$ cat src/hw/rtl/lmrs_pkg.sv
package lmrs_pkg;

  localparam int STORE_AW    = 12;
  localparam int STORE_DEPTH = 1 << STORE_AW;
  localparam int PIX_W       = 3;
  localparam int ROW_W       = 5;
  localparam int CFG_W       = 7;
  localparam int CFG_IDX_W   = 2;
  localparam int FRAME_W     = 32;

  localparam int DEF_MAX_COLUMNS = 64;
  localparam int DEF_MAX_ROWS    = 64;

  localparam logic [CFG_W-1:0] RST_PANEL_COLUMNS = 7'd64;
  localparam logic [CFG_W-1:0] RST_PANEL_ROWS    = 7'd32;

  localparam logic [CFG_IDX_W-1:0] CFG_PANEL_COLUMNS = 2'd0;
  localparam logic [CFG_IDX_W-1:0] CFG_PANEL_ROWS    = 2'd1;

  localparam logic [1:0] OP_WRITE = 2'd0;
  localparam logic [1:0] OP_FLUSH = 2'd1;
  localparam logic [1:0] OP_TICK  = 2'd2;

  typedef struct packed {
    logic [1:0]          opcode;
    logic [STORE_AW-1:0] pixel_index;
    logic                red;
    logic                green;
    logic                blue;
  } in_t;

  typedef struct packed {
    logic               output_enable;
    logic [ROW_W-1:0]   row_address;
    logic               upper_red;
    logic               upper_green;
    logic               upper_blue;
    logic               lower_red;
    logic               lower_green;
    logic               lower_blue;
    logic               shift_clock;
    logic               latch_strobe;
    logic               busy_res;
    logic [FRAME_W-1:0] frames_done;
  } out_t;

  typedef struct packed {
    logic                en;
    logic [STORE_AW-1:0] addr;
    logic [PIX_W-1:0]    data;
  } store_wr_t;

endpackage

$ cat src/hw/rtl/lmrs_seq.sv
module lmrs_seq
  import lmrs_pkg::*;
#(
  parameter int MAX_COLUMNS = DEF_MAX_COLUMNS,
  parameter int MAX_ROWS    = DEF_MAX_ROWS
) (
  input  logic                clk,
  input  logic                rst_n,
  input  logic                step,
  input  in_t                 cmd,
  input  logic [CFG_W-1:0]    panel_columns,
  input  logic [CFG_W-1:0]    panel_rows,
  input  logic [PIX_W-1:0]    rd_data_up,
  input  logic [PIX_W-1:0]    rd_data_lo,
  output store_wr_t           wr,
  output logic [STORE_AW-1:0] rd_addr_up,
  output logic [STORE_AW-1:0] rd_addr_lo,
  output logic                busy,
  output out_t                view
);

  localparam int COL_W   = $clog2(MAX_COLUMNS + 1);
  localparam int CCMP_W  = (COL_W > CFG_W) ? COL_W : CFG_W;
  localparam int RSAT_W  = $clog2(MAX_ROWS + 1);
  localparam int RCMP_W  = (RSAT_W > CFG_W) ? RSAT_W : CFG_W;
  localparam int PAIR_W  = $clog2(MAX_ROWS / 2 + 1);
  localparam int RINC_W  = (ROW_W + 1 > PAIR_W) ? ROW_W + 1 : PAIR_W;
  localparam int PROD_W  = PAIR_W + COL_W;

  typedef enum logic [6:0] {
    PH_IDLE    = 7'b0000001,
    PH_ADDR    = 7'b0000010,
    PH_DATA    = 7'b0000100,
    PH_CLKHI   = 7'b0001000,
    PH_STBHI   = 7'b0010000,
    PH_STBLO   = 7'b0100000,
    PH_UNBLANK = 7'b1000000
  } phase_t;

  phase_t              phase_r, phase_nxt;
  logic [ROW_W-1:0]    row_r, row_nxt;
  logic [COL_W-1:0]    col_r, col_nxt;
  logic [STORE_AW-1:0] base_r, base_nxt;
  logic [FRAME_W-1:0]  frames_r, frames_nxt;
  logic                oe_r, oe_nxt;
  logic [ROW_W-1:0]    addr_pin_r, addr_pin_nxt;
  logic [PIX_W-1:0]    upper_r, upper_nxt;
  logic [PIX_W-1:0]    lower_r, lower_nxt;
  logic                sclk_r, sclk_nxt;
  logic                stb_r, stb_nxt;
  logic [STORE_AW-1:0] half_r;

  logic [CCMP_W-1:0]   cols_ext;
  logic [COL_W-1:0]    cols;
  logic [RCMP_W-1:0]   rows_ext;
  logic [RCMP_W-1:0]   rows_sat;
  logic [PAIR_W-1:0]   pairs;
  logic [PROD_W-1:0]   prod;
  logic [COL_W-1:0]    col_inc;
  logic [RINC_W-1:0]   row_inc;

  assign cols_ext = CCMP_W'(panel_columns);
  assign cols     = (cols_ext > CCMP_W'(MAX_COLUMNS)) ? COL_W'(MAX_COLUMNS) : COL_W'(cols_ext);
  assign rows_ext = RCMP_W'(panel_rows);
  assign rows_sat = (rows_ext > RCMP_W'(MAX_ROWS)) ? RCMP_W'(MAX_ROWS) : rows_ext;
  assign pairs    = PAIR_W'(rows_sat >> 1);
  assign prod     = PROD_W'(pairs) * PROD_W'(cols);
  assign col_inc  = col_r + COL_W'(1);
  assign row_inc  = RINC_W'(row_r) + RINC_W'(1);
  assign busy     = (phase_r != PH_IDLE);

  always_comb begin
    phase_nxt    = phase_r;
    row_nxt      = row_r;
    col_nxt      = col_r;
    base_nxt     = base_r;
    frames_nxt   = frames_r;
    oe_nxt       = oe_r;
    addr_pin_nxt = addr_pin_r;
    upper_nxt    = upper_r;
    lower_nxt    = lower_r;
    sclk_nxt     = sclk_r;
    stb_nxt      = stb_r;
    wr           = '0;
    if (step) begin
      case (cmd.opcode)
        OP_WRITE: begin
          if (!busy) begin
            wr.en   = 1'b1;
            wr.addr = cmd.pixel_index;
            wr.data = {cmd.blue, cmd.green, cmd.red};
          end
        end
        OP_FLUSH: begin
          if (!busy) begin
            oe_nxt    = 1'b1;
            row_nxt   = '0;
            col_nxt   = '0;
            base_nxt  = '0;
            phase_nxt = (pairs != '0) ? PH_ADDR : PH_UNBLANK;
          end
        end
        OP_TICK: begin
          unique case (phase_r)
            PH_IDLE: begin
            end
            PH_ADDR: begin
              addr_pin_nxt = row_r;
              sclk_nxt     = 1'b0;
              col_nxt      = '0;
              phase_nxt    = (cols != '0) ? PH_DATA : PH_STBHI;
            end
            PH_DATA: begin
              upper_nxt = rd_data_up;
              lower_nxt = rd_data_lo;
              sclk_nxt  = 1'b0;
              phase_nxt = PH_CLKHI;
            end
            PH_CLKHI: begin
              sclk_nxt  = 1'b1;
              col_nxt   = col_inc;
              phase_nxt = (col_inc < cols) ? PH_DATA : PH_STBHI;
            end
            PH_STBHI: begin
              sclk_nxt  = 1'b0;
              stb_nxt   = 1'b1;
              phase_nxt = PH_STBLO;
            end
            PH_STBLO: begin
              stb_nxt = 1'b0;
              if (row_inc < RINC_W'(pairs)) begin
                row_nxt   = ROW_W'(row_inc);
                base_nxt  = base_r + STORE_AW'(cols);
                phase_nxt = PH_ADDR;
              end else begin
                phase_nxt = PH_UNBLANK;
              end
            end
            PH_UNBLANK: begin
              oe_nxt     = 1'b0;
              frames_nxt = frames_r + FRAME_W'(1);
              phase_nxt  = PH_IDLE;
            end
            default: begin
              phase_nxt = PH_IDLE;
            end
          endcase
        end
        default: begin
        end
      endcase
    end
  end

  // The store is read every cycle at the address of the coming scan state, so the
  // pixel pair is already registered when a data tick arrives.
  assign rd_addr_up = base_nxt + STORE_AW'(col_nxt);
  assign rd_addr_lo = rd_addr_up + half_r;

  always_ff @(posedge clk) begin
    half_r <= STORE_AW'(prod);
    if (!rst_n) begin
      phase_r    <= PH_IDLE;
      row_r      <= '0;
      col_r      <= '0;
      base_r     <= '0;
      frames_r   <= '0;
      oe_r       <= 1'b0;
      addr_pin_r <= '0;
      upper_r    <= '0;
      lower_r    <= '0;
      sclk_r     <= 1'b0;
      stb_r      <= 1'b0;
    end else begin
      phase_r    <= phase_nxt;
      row_r      <= row_nxt;
      col_r      <= col_nxt;
      base_r     <= base_nxt;
      frames_r   <= frames_nxt;
      oe_r       <= oe_nxt;
      addr_pin_r <= addr_pin_nxt;
      upper_r    <= upper_nxt;
      lower_r    <= lower_nxt;
      sclk_r     <= sclk_nxt;
      stb_r      <= stb_nxt;
    end
  end

  assign view.output_enable = oe_r;
  assign view.row_address   = addr_pin_r;
  assign view.upper_red     = upper_r[0];
  assign view.upper_green   = upper_r[1];
  assign view.upper_blue    = upper_r[2];
  assign view.lower_red     = lower_r[0];
  assign view.lower_green   = lower_r[1];
  assign view.lower_blue    = lower_r[2];
  assign view.shift_clock   = sclk_r;
  assign view.latch_strobe  = stb_r;
  assign view.busy_res      = busy;
  assign view.frames_done   = frames_r;

endmodule

$ cat config.mk
export PLATFORM = sky130hd
export DESIGN_NAME = lmrs_seq
export DESIGN_NICKNAME = d
export VERILOG_FILES = /design/src/hw/rtl/lmrs_pkg.sv /design/src/hw/rtl/lmrs_seq.sv
export SDC_FILE = /design/constraint.sdc
export NUM_CORES = 1
export LEC_CHECK = 0
export BUFFER_PORTS_ARGS = -buffer_cell sky130_fd_sc_hd__buf_2
export CAP_MARGIN = 20
export CORE_MARGIN = 1.5
export CORE_UTILIZATION = 35
export CTS_CLUSTER_SIZE = 20
export DETAILED_ROUTE_END_ITERATION = 8
export GPL_ROUTABILITY_DRIVEN = 0
export SKIP_LAST_GASP = 1
export SLEW_MARGIN = 15
export SYNTH_ARGS = -nofsm -noshare
export SYNTH_HDL_FRONTEND = slang
export SYNTH_SLANG_ARGS = --single-unit
$ cat constraint.sdc
create_clock -name clk -period 16.1 [get_ports clk]
set_clock_uncertainty 0.05 [all_clocks]
set_input_delay 0.805 -clock clk [delete_from_list [all_inputs] [get_ports clk]]
set_output_delay 0.805 -clock clk [all_outputs]
set_load 0.01 [all_outputs]
; After elaboration in Yosys (flattened, before gate mapping)
; Index checks and enable logic that the tools add are counted.
[word_totals]
ff_bits = 89
elab_cells = 83
[classes]
n_lt_le_gt_ge = 4
multipliers = 1
reduce_logical = 15
muxes = 30
addsub = 6
n_eq_ne = 15
[ops]
columns = operator, n
row1 = two-way mux 7 bit, 7
row2 = two-way mux 12 bit, 4
row3 = two-way mux 16 bit, 3
row4 = one-hot mux 7 bit (2 select lines), 3
row5 = one-hot mux 7 bit (6 select lines), 1
row6 = "adder 32 x 1 -> 32 bit, second input constant", 1
row7 = two-way mux 5 bit, 5
row8 = adder 12 x 7 -> 12 bit, 2
row9 = one-hot mux 12 bit (2 select lines), 1
row10 = AND reduction 3 bit, 5
row11 = "> comparator 7 bit, second input constant", 2
row12 = adder 12 bit, 1
row13 = multiplier 6 x 7 -> 12 bit, 1
row14 = one-hot mux 5 bit (2 select lines), 1
row15 = "!= test 2 bit, second input constant", 4
row16 = AND reduction 4 bit, 2
row17 = "adder 7 x 1 -> 7 bit, second input constant", 1
row18 = "== test 7 x 1 -> 1 bit, second input constant", 1
row19 = "== test 7 x 2 -> 1 bit, second input constant", 1
row20 = "== test 7 x 3 -> 1 bit, second input constant", 1
row21 = "== test 7 x 4 -> 1 bit, second input constant", 1
row22 = "== test 7 x 5 -> 1 bit, second input constant", 1
row23 = "== test 7 x 6 -> 1 bit, second input constant", 1
row24 = "== test 7 bit, second input constant", 1
row25 = 15 further kinds, 20

; Logic depth before layout (Yosys ltp)
; Gate-level depths: netlist of run 1.
[depth]
depth_word = 9
depth_mapped = 28
mapped_depth_nobuf = 27

; Least setup slack after synthesis of run 1
; No wires, ideal clock.
[synth_timing]
path_type = input -> output
from = input panel_rows[6]
to = output rd_addr_lo[11]
arrival_time_ps = 6020
setup_slack_ps = 9225
path_stages = 28
cell_sequence = clkbuf_1 -> nor2b_1 -> inv_1 -> ha_1 -> nor4bb_1 -> nor3_1 -> or4_1 -> buf_2 -> nor2_1 -> a22o_1 -> ha_1 -> inv_1 -> fa_1 -> nor2b_1 -> o21ai_0 -> a21boi_0 -> o21ai_0 -> a21boi_0 -> o21ai_1 -> xnor2_1 -> ha_1 -> nand3_1 -> a211oi_1 -> o31a_1 -> o21ai_0 -> nand2b_1 -> xor2_1 -> xnor3_1
[synth_via]
elab_chain_len = 9
[synth_rtl]
columns = item, line_no
row1 = "start, declared", lmrs_seq.sv:12  ; input logic [CFG_W-1:0] panel_rows,
row2 = > comparator 7 bit, lmrs_seq.sv:65  ; assign rows_sat = (rows_ext > RCMP_W'(MAX_ROWS)) ? RCMP_W'(MAX_ROWS) : rows_ext;
row3 = two-way mux 7 bit *, lmrs_seq.sv:65
row4 = less-than comparator 6 bit *, lmrs_seq.sv:131  ; if (row_inc < RINC_W'(pairs)) begin
row5 = two-way mux 12 bit *, lmrs_seq.sv:131
row6 = two-way mux 12 bit *, lmrs_seq.sv:104  ; unique case (phase_r)
row7 = one-hot mux 12 bit (2 select lines) *, lmrs_seq.sv:86  ; case (cmd.opcode)
row8 = two-way mux 12 bit *, lmrs_seq.sv:85  ; if (step) begin
row9 = named net base_nxt[0], lmrs_seq.sv:43  ; logic [STORE_AW-1:0] base_r, base_nxt;
row10 = adder 12 x 7 -> 12 bit *, lmrs_seq.sv:157  ; assign rd_addr_up = base_nxt + STORE_AW'(col_nxt);
row11 = named net rd_addr_up[8], lmrs_seq.sv:16  ; output logic [STORE_AW-1:0] rd_addr_up,
row12 = adder 12 bit *, lmrs_seq.sv:158  ; assign rd_addr_lo = rd_addr_up + half_r;
row13 = "end, declared", lmrs_seq.sv:17  ; output logic [STORE_AW-1:0] rd_addr_lo,
; Mark *: on every way through the listed nets, which the timed path passes. The rest lies on a longest branch.

; Worst setup path in the final report of run 1
[layout_timing]
from = input panel_rows[6]
to = output rd_addr_lo[11]
[layout_via]
elab_chain_len = 9
[layout_rtl]
columns = item, line_no
row1 = > comparator 7 bit, lmrs_seq.sv:65
row2 = two-way mux 7 bit *, lmrs_seq.sv:65
row3 = less-than comparator 6 bit *, lmrs_seq.sv:131
row4 = two-way mux 12 bit *, lmrs_seq.sv:131
row5 = two-way mux 12 bit *, lmrs_seq.sv:104
row6 = one-hot mux 12 bit (2 select lines) *, lmrs_seq.sv:86
row7 = two-way mux 12 bit *, lmrs_seq.sv:85
row8 = named net base_nxt[0], lmrs_seq.sv:43
row9 = adder 12 x 7 -> 12 bit *, lmrs_seq.sv:157
row10 = adder 12 bit *, lmrs_seq.sv:158
; Marks and branches as above.

==> results of run 1 <==
[per-layer routing]
layer | wire length (um) | GRT usage, % | share of wire (%)
met1 | 7810 | 22.2 | 50
met2 | 7070 | 25.9 | 45
met3 | 725 | 2.53 | 4.6
met4 | 167 | 4.50 | 1.1
met5 | 0 | 0 | 0
[worst max-delay path, cell delays in order]
cell,delay (ns)
buf_2,0.19
nor2b_1,0.42
inv_1,0.18
ha_1,0.31
nand3_1,0.10
nor3_1,0.37
nor4_2,0.19
o21ai_1,0.59
a22o_1,0.27
ha_1,0.16
inv_1,0.05
fa_1,0.40
nor2b_1,0.11
o21ai_0,0.10
a21boi_0,0.28
o21ai_0,0.16
a21boi_0,0.27
o21ai_1,0.14
xnor2_1,0.17
ha_1,0.42
nand3_1,0.10
a211oi_1,0.30
o31a_1,0.21
o21ai_0,0.08
nand2b_1,0.10
xor2_1,0.17
xnor3_1,0.24
buf_2,0.15
[cell families after synthesis]
kind of cell    after synthesis
simple gates                327
mux                          11
buf+inv                      88
flops                        89
xor+xnor                     68
fa+ha+maj                    87
compound gates              133
[power breakdown]
| part | switching [uW] | internal [uW] |
|---|---|---|
| clock network | 92.5 | 106 |
| logic | 49.6 | 33.6 |
| registers | 3.10 | 226 |
| total | 145 | 365 |
[Yosys cell counts (all sizes together) (15+ instances only)]
cell type,count
fa,23
nor2,49
inv,58
nand4,15
ha,64
dfxtp,89
xor2,17
nand3,26
o21ai,32
xnor2,50
clkbuf,24
nand2,88
nor2b,26
and2,68
a21oi,31
[through the flow]
step                hold WS [ns]  setup WS (ns)  total power (uW)
finish                     0.458           8.17               510
global route               0.491           7.44               539
CTS                        0.464           8.09               519
detailed placement         0.450           8.13               318
global placement           0.442           8.22               317
floorplan                  0.421           9.22               290
[cell usage in the layout, fill, tap and decap left out, types with 4 or more instances in the layout]
master / synthesis / final
inv_1: 58 / 58
nor2b_1: 26 / 26
and2_1: 68 / 68
xnor2_1: 50 / 50
o21ai_0: 28 / 28
o21ai_1: 4 / 4
nand2b_1: 7 / 7
o21bai_1: 8 / 8
a21oi_1: 31 / 31
a21o_1: 12 / 12
dfxtp_1: 89 / 89
and3_1: 6 / 6
fa_1: 23 / 23
a21boi_0: 12 / 12
or3_1: 4 / 4
nor4_1: 6 / 6
a31oi_1: 7 / 7
ha_1: 64 / 64
nand4_1: 15 / 15
nand2_1: 88 / 88
nor2_1: 49 / 49
and4_1: 4 / 4
buf_2: 1 / 126
mux2i_1: 11 / 11
nor3_1: 11 / 11
xor2_1: 17 / 17
nand3_1: 25 / 25
clkbuf_16: 0 / 9
a21bo_2: 4 / 4
[flip-flops by register name, indices dropped and copies added, names as in the netlist]
| name | count |
|---|---|
| addr_pin_r | 5 |
| base_r | 12 |
| col_r | 7 |
| frames_r | 32 |
| half_r | 12 |
| lower_r | 3 |
| oe_r | 1 |
| phase_r | 7 |
| row_r | 5 |
| sclk_r | 1 |
| stb_r | 1 |
| upper_r | 3 |
[how the worst max path moves through the flow]
stage | slack [ns] | depth (start not counted) | end
global placement | 8.22 | 28 | rd_addr_lo[11]
detailed placement | 8.13 | 28 | rd_addr_lo[11]
finish | 8.17 | 28 | rd_addr_lo[11]
CTS | 8.09 | 28 | rd_addr_lo[11]
floorplan | 9.22 | 28 | rd_addr_lo[11]
global route | 7.44 | 24 | rd_addr_lo[11]
[cell type report]
type,count,area (um^2)
flip-flops and latches,89,1780
fillers,1940,10900
well taps,234,293
clock buffers,9,225
clock inverters,7,53.8
multi-input cells,626,4600
inverters,58,218
repair buffers,129,653
==> out/qor.yml, run 1 <==
synthesis:
  synthArstFlopShare_pct: 0
  synth_compound_area_share_pct: 13.1
  syn_avg_cell_area_um2: 8.38
  netlist_instances: 803
  ys.flop_type: "dfxtp_1"
  yosys_warnings: 0
  synth-edff-count: 0
  syn_area_um2: 6730
  syn_nets: 930
  synth.largest_area_cell: "dfxtp_1"
  synthMuxAreaShare_pct: 1.64
  synthSimpleGateAreaFrac_pct: 25.8
  synth_seq_area_share_pct: 26.5
  synthXorXnorAreaFrac_pct: 9.05
  yosys.cell_types.count: 62
  yosys.area.top_type_share_pct: 26.5
  yosys.area_share.adder_pct: 18.7
  ys_seq_elements: 89
  synth.top_cells.by_area: "dfxtp_1 (26%), ha_1 (12%), fa_1 (6.8%)"
  synth_top_family_by_area: "simple AND/OR/NAND/NOR gates"
power:
  ir_drop_v: 0.0000316
  powerDensity_nw_per_um2: 65.2
  leakagePower_uw: 0.00373
detailed_routing:
  first_pass_iters: 5
  wire_per_inst_um: 13.7
  ant_nets: 0
  wl_um: 15800
  vias: 5696
  routed_via_density: 4.94
  drt_iter0_markers: 276
  route.detailed.drc: 0
cts:
  cts_buffer_depth: 2
  htreeDepth: 3
  clk_latency_ns: 0.34
  cts-root-buf: "clkbuf_16"
  cts_tree: "yes"
  numCtsBuffers: 9
  clock_sinks: 89
  post_cts_resized: 0
  cts_hold_buf: 0
  path_clk_slew_ns: 0.07
  post-cts-setup-buffers: 0
sta:
  worst_slew_pin_slew_ns: 0.803
  min_period_over_period_pct: 49.3
  fin_tns_setup_ns: 0
  min_period_ns: 7.93
  hold_viol: 0
  grt_setup_unrepaired: "false"
  max_slew_margin_pct: 46.0
  finalSetupViolCount: 0
  max_clock_freq_mhz: 126
  slew_viol_final: 0
place:
  dpl.hpwl_um: 12400
  numPortBuffers: 126
  dpl-instance-area_um2: 7550
  post-place-cells: 1136
min_path:
  hp-class: "reg2reg"
  whs_endpoint: "frames_r[3]$_SDFFE_PN0P_"
  hold_depth: 2
  holdCritStartpoint: "frames_r[3]$_SDFFE_PN0P_"
critical_path:
  crit_start: "panel_rows[6]"
  r2r_start: "phase_r[1]$_SDFFE_PN0P_"
  cp-start-kind: "input pin"
  critPathRequiredTime_ns: 15.24
  r2r_end: "col_r[1]$_SDFF_PN0_"
  cp_max_fo: 14
  cp-end-kind: "primary output"
  rrSetupSlack_ns: 12.58
  arrival_ns: 7.08
  criticalPathCategory: "in2out"
  reg2reg_depth: 8
grt:
  grt_overflow: 0
  grt_pass1_vias: 5327
  antenna_found_initial: 0
  grt_usage_pct: 16.1
  grt_max_degree: 78
  grt_pass1_wl_um: 26000
die:
  start_util_pct: 35.9
  core_area_um2: 18800
  fp.dieH_um: 142
  rows: 50
  die-area_um2: 20100
  die_w_um: 142
  io_pins: 128
layout:
  areaGrowthSynthToFinish_pct: 16.3
  num_antenna_cells: 0
  fin_area_um2: 7830
  layout.nets: 1040
  fin_util_pct: 41.7
  stdcell_count: 1152
  drive_gt1_share_pct: 17.4
outcome:
  status: "finished clean"
flow_run:
  max_cap_viol_count: 0
No activity file was read; power rests on OpenSTA's default activity.
==> run 2, diff against run 1 <==
- ABC_AREA: not set -> 1
- clock period: 16.1 -> 8.15 ns (I/O delays scaled with it)
==> run 2 against run 1 <==
Total power increased by 110%. Routed wire length increased by 18%. Die area increased by 5.2%. Final area increased by 5.6%. Final cell count increased by 22%. Clock-buffer cell count increased by 1. Synthesized area increased by 5.3%. First-iteration DRC count decreased by 1.8%. Global-route usage increased by 2.0 points. Non-clock buffer count decreased by 1. Hold slack got worse by 0.24 ns.
==> out/qor.yml, run 2 <==
outcome:
  status: "finished clean"
sta:
  slew_viol_final: 0
  grt_setup_unrepaired: "false"
  worst_slew_pin_slew_ns: 0.660
  max_clock_freq_mhz: 162
  min_period_over_period_pct: 75.5
  finalSetupViolCount: 0
  min_period_ns: 6.16
  fin_tns_setup_ns: 0
  max_slew_margin_pct: 55.6
  hold_viol: 0
flow_run:
  max_cap_viol_count: 0
layout:
  fin_util_pct: 42.1
  final_common_cell: "nand2_1"
  layout.nets: 1262
  num_antenna_cells: 0
  max_flop_register: "frames_r"
  areaGrowthSynthToFinish_pct: 16.6
  drive_gt1_share_pct: 16.9
  largest_reg_flops: 32
  layout_common_cells: "nand2_1 (201), inv_1 (165), buf_2 (127), nor2_1 (124), dfxtp_1 (89)"
  reg_top3: "frames_r (32), base_r (12), half_r (12)"
  final.fill_count: 2115
critical_path:
  slowest_delay_ns: 0.46
  arrival_ns: 5.70
  cp-end-kind: "primary output"
  slowest_stage: "dfxtp_1"
  critPathRequiredTime_ns: 7.69
  r2r_start: "row_r[0]$_SDFFE_PN0P_"
  crit_start: "row_r[0]$_SDFFE_PN0P_"
  cp_max_fo: 9
  criticalPathCategory: "reg2out"
  cpMostUsedCell: "nand2_1"
  cp-start-kind: "flip-flop"
grt:
  grt_usage_pct: 18.0
  grt_max_degree: 33
  grt_pass1_vias: 6393
  grt_overflow: 0
  grt_pass1_wl_um: 31400
  antenna_found_initial: 1
synthesis:
  synth-edff-count: 0
  ys.flop_type: "dfxtp_1"
  yosys.cell_types.count: 51
  yosys.area.top_type_share_pct: 25.1
  syn_avg_cell_area_um2: 7.00
  synthArstFlopShare_pct: 0
  syn_nets: 1140
  synth_most_common_cell: "nand2_1"
  synth.top_cells.by_area: "dfxtp_1 (25%), ha_1 (11%), nand2_1 (11%)"
  synthTopCellsByCount: "nand2_1 (201), inv_1 (165), nor2_1 (124), dfxtp_1 (89), a21oi_1 (76)"
  netlist_instances: 1013
  ys_seq_elements: 89
  synth_seq_area_share_pct: 25.1
  synth.largest_area_cell: "dfxtp_1"
  syn_area_um2: 7090
  yosys_warnings: 0
die:
  start_util_pct: 36.1
  fp.dieH_um: 145
  rows: 51
  die_w_um: 145
  die-area_um2: 21100
  core_area_um2: 19700
  io_pins: 128
power:
  combPwrFrac_pct: 17.8
  clock_power_share_pct: 39.0
  internal_power_uw: 730
  seq_power_share_pct: 43.3
  switching_share_pct: 30.9
  switchingPower_uw: 326
  ir_drop_v: 0.0000957
  leakagePower_uw: 0.00435
  powerDensity_nw_per_um2: 128
detailed_routing:
  wl_um: 18600
  wire_per_inst_um: 13.3
  ant_nets: 0
  first_pass_iters: 4
  routed_via_density: 4.80
  drt_iter0_markers: 271
  vias: 6737
  route.detailed.drc: 0
cts:
  post_cts_resized: 0
  path_clk_slew_ns: 0.08
  post-cts-setup-buffers: 0
  htreeDepth: 3
  numCtsBuffers: 9
  cts_buffer_depth: 2
  clock_sinks: 89
  cts_tree: "yes"
  cts_hold_buf: 0
  cts-root-buf: "clkbuf_16"
  clk_latency_ns: 0.36
place:
  dpl.hpwl_um: 15000
  numPortBuffers: 127
min_path:
  holdCritStartpoint: "rd_data_lo[2]"
  hp-class: "in2reg"
-- run 2: changes by cell type in the layout (fill, tap and decap cells not counted), moves of 12 or more --
| cell | before | now |
|---|---|---|
| a21boi_0 | 12 | 0 |
| a21oi_1 | 31 | 76 |
| and2_1 | 68 | 3 |
| inv_1 | 58 | 165 |
| nand2_1 | 88 | 201 |
| nand3_1 | 25 | 44 |
| nor2_1 | 49 | 124 |
| nor2b_1 | 26 | 0 |
| o21ai_0 | 28 | 40 |
| xnor2_1 | 50 | 7 |
| xor2_1 | 17 | 37 |
-- run 2: worst max-delay path, delay by kind of cell, from the launching register on --
family	cells	cell delay (ns)
buffers and inverters	5	0.49
AND/OR/NAND/NOR	16	1.55
XOR/XNOR	3	0.61
flip-flops	1	0.46
AO/OA/AOI/OAI	5	0.87
adder cells (fa/ha/maj)	5	1.37
-- run 2: cell families (layout without fill, tap and decap cells) --
| family | count (synthesis) | in the layout | synth area share (%) |
|---|---|---|---|
| buf+inv | 192 | 319 | 10.4 |
| fa+ha+maj | 87 | 87 | 17.8 |
| compound gates | 147 | 147 | 11.5 |
| simple gates | 453 | 453 | 29.6 |
| xor+xnor | 44 | 44 | 5.43 |
| flops | 89 | 89 | 25.1 |
| mux | 1 | 1 | 0.141 |
-- run 2: power by group through the flow --
stage	logic, uW	clock network [uW]	registers, uW
final	188	412	457
after global routing	214	440	458
after CTS	189	422	457
after detailed placement	188	0	467
after global placement	187	0	467
after floorplan	131	0	465
-- run 2: worst paths after layout --
kind,end,slack [ns],cells after the start
hold / removal,lower_r[2]$_SDFFE_PN0P_,0.22,3
setup / recovery,rd_addr_lo[11],1.99,34
hold reg to reg,oe_r$_SDFFE_PN0P_,0.42,2
setup reg to reg,base_r[1]$_SDFF_PN0_,5.37,18
-- run 2: layer usage --
layer  part of all wire [%]  vias up  GRT usage [%]
li1                       -     3486              -
met1                     49     3089           24.5
met2                     45      144           29.5
met3                    4.2       18           2.95
met4                    1.4        0           4.85
met5                      0        -              0
-- run 2: per-stage QoR --
stage / total power, uW / worst slack, ns / std cells / hold WS [ns] / instance area, um^2
4_1_cts: 1070 / 1.98 / 1405 / 0.211 / 8270
2_1_floorplan: 596 / 2.88 / 1013 / 0.395 / 7090
5_1_grt: 1110 / 1.47 / 1405 / 0.234 / 8270
6_report: 1060 / 1.99 / 1405 / 0.220 / 8270
3_3_place_gp: 654 / 2.40 / 1389 / 0.410 / 7990
3_5_place_dp: 655 / 2.18 / 1389 / 0.412 / 7990
-- run 2: cell type report --
class	count	area (um^2)	area share (%)
multi-input combinational	732	4570	55.3
sequential	89	1780	21.5
inverter	175	657	7.94
timing repair buffer	128	643	7.78
tap	265	332	4.01
clock buffer	10	229	2.77
clock inverter	6	56.3	0.681
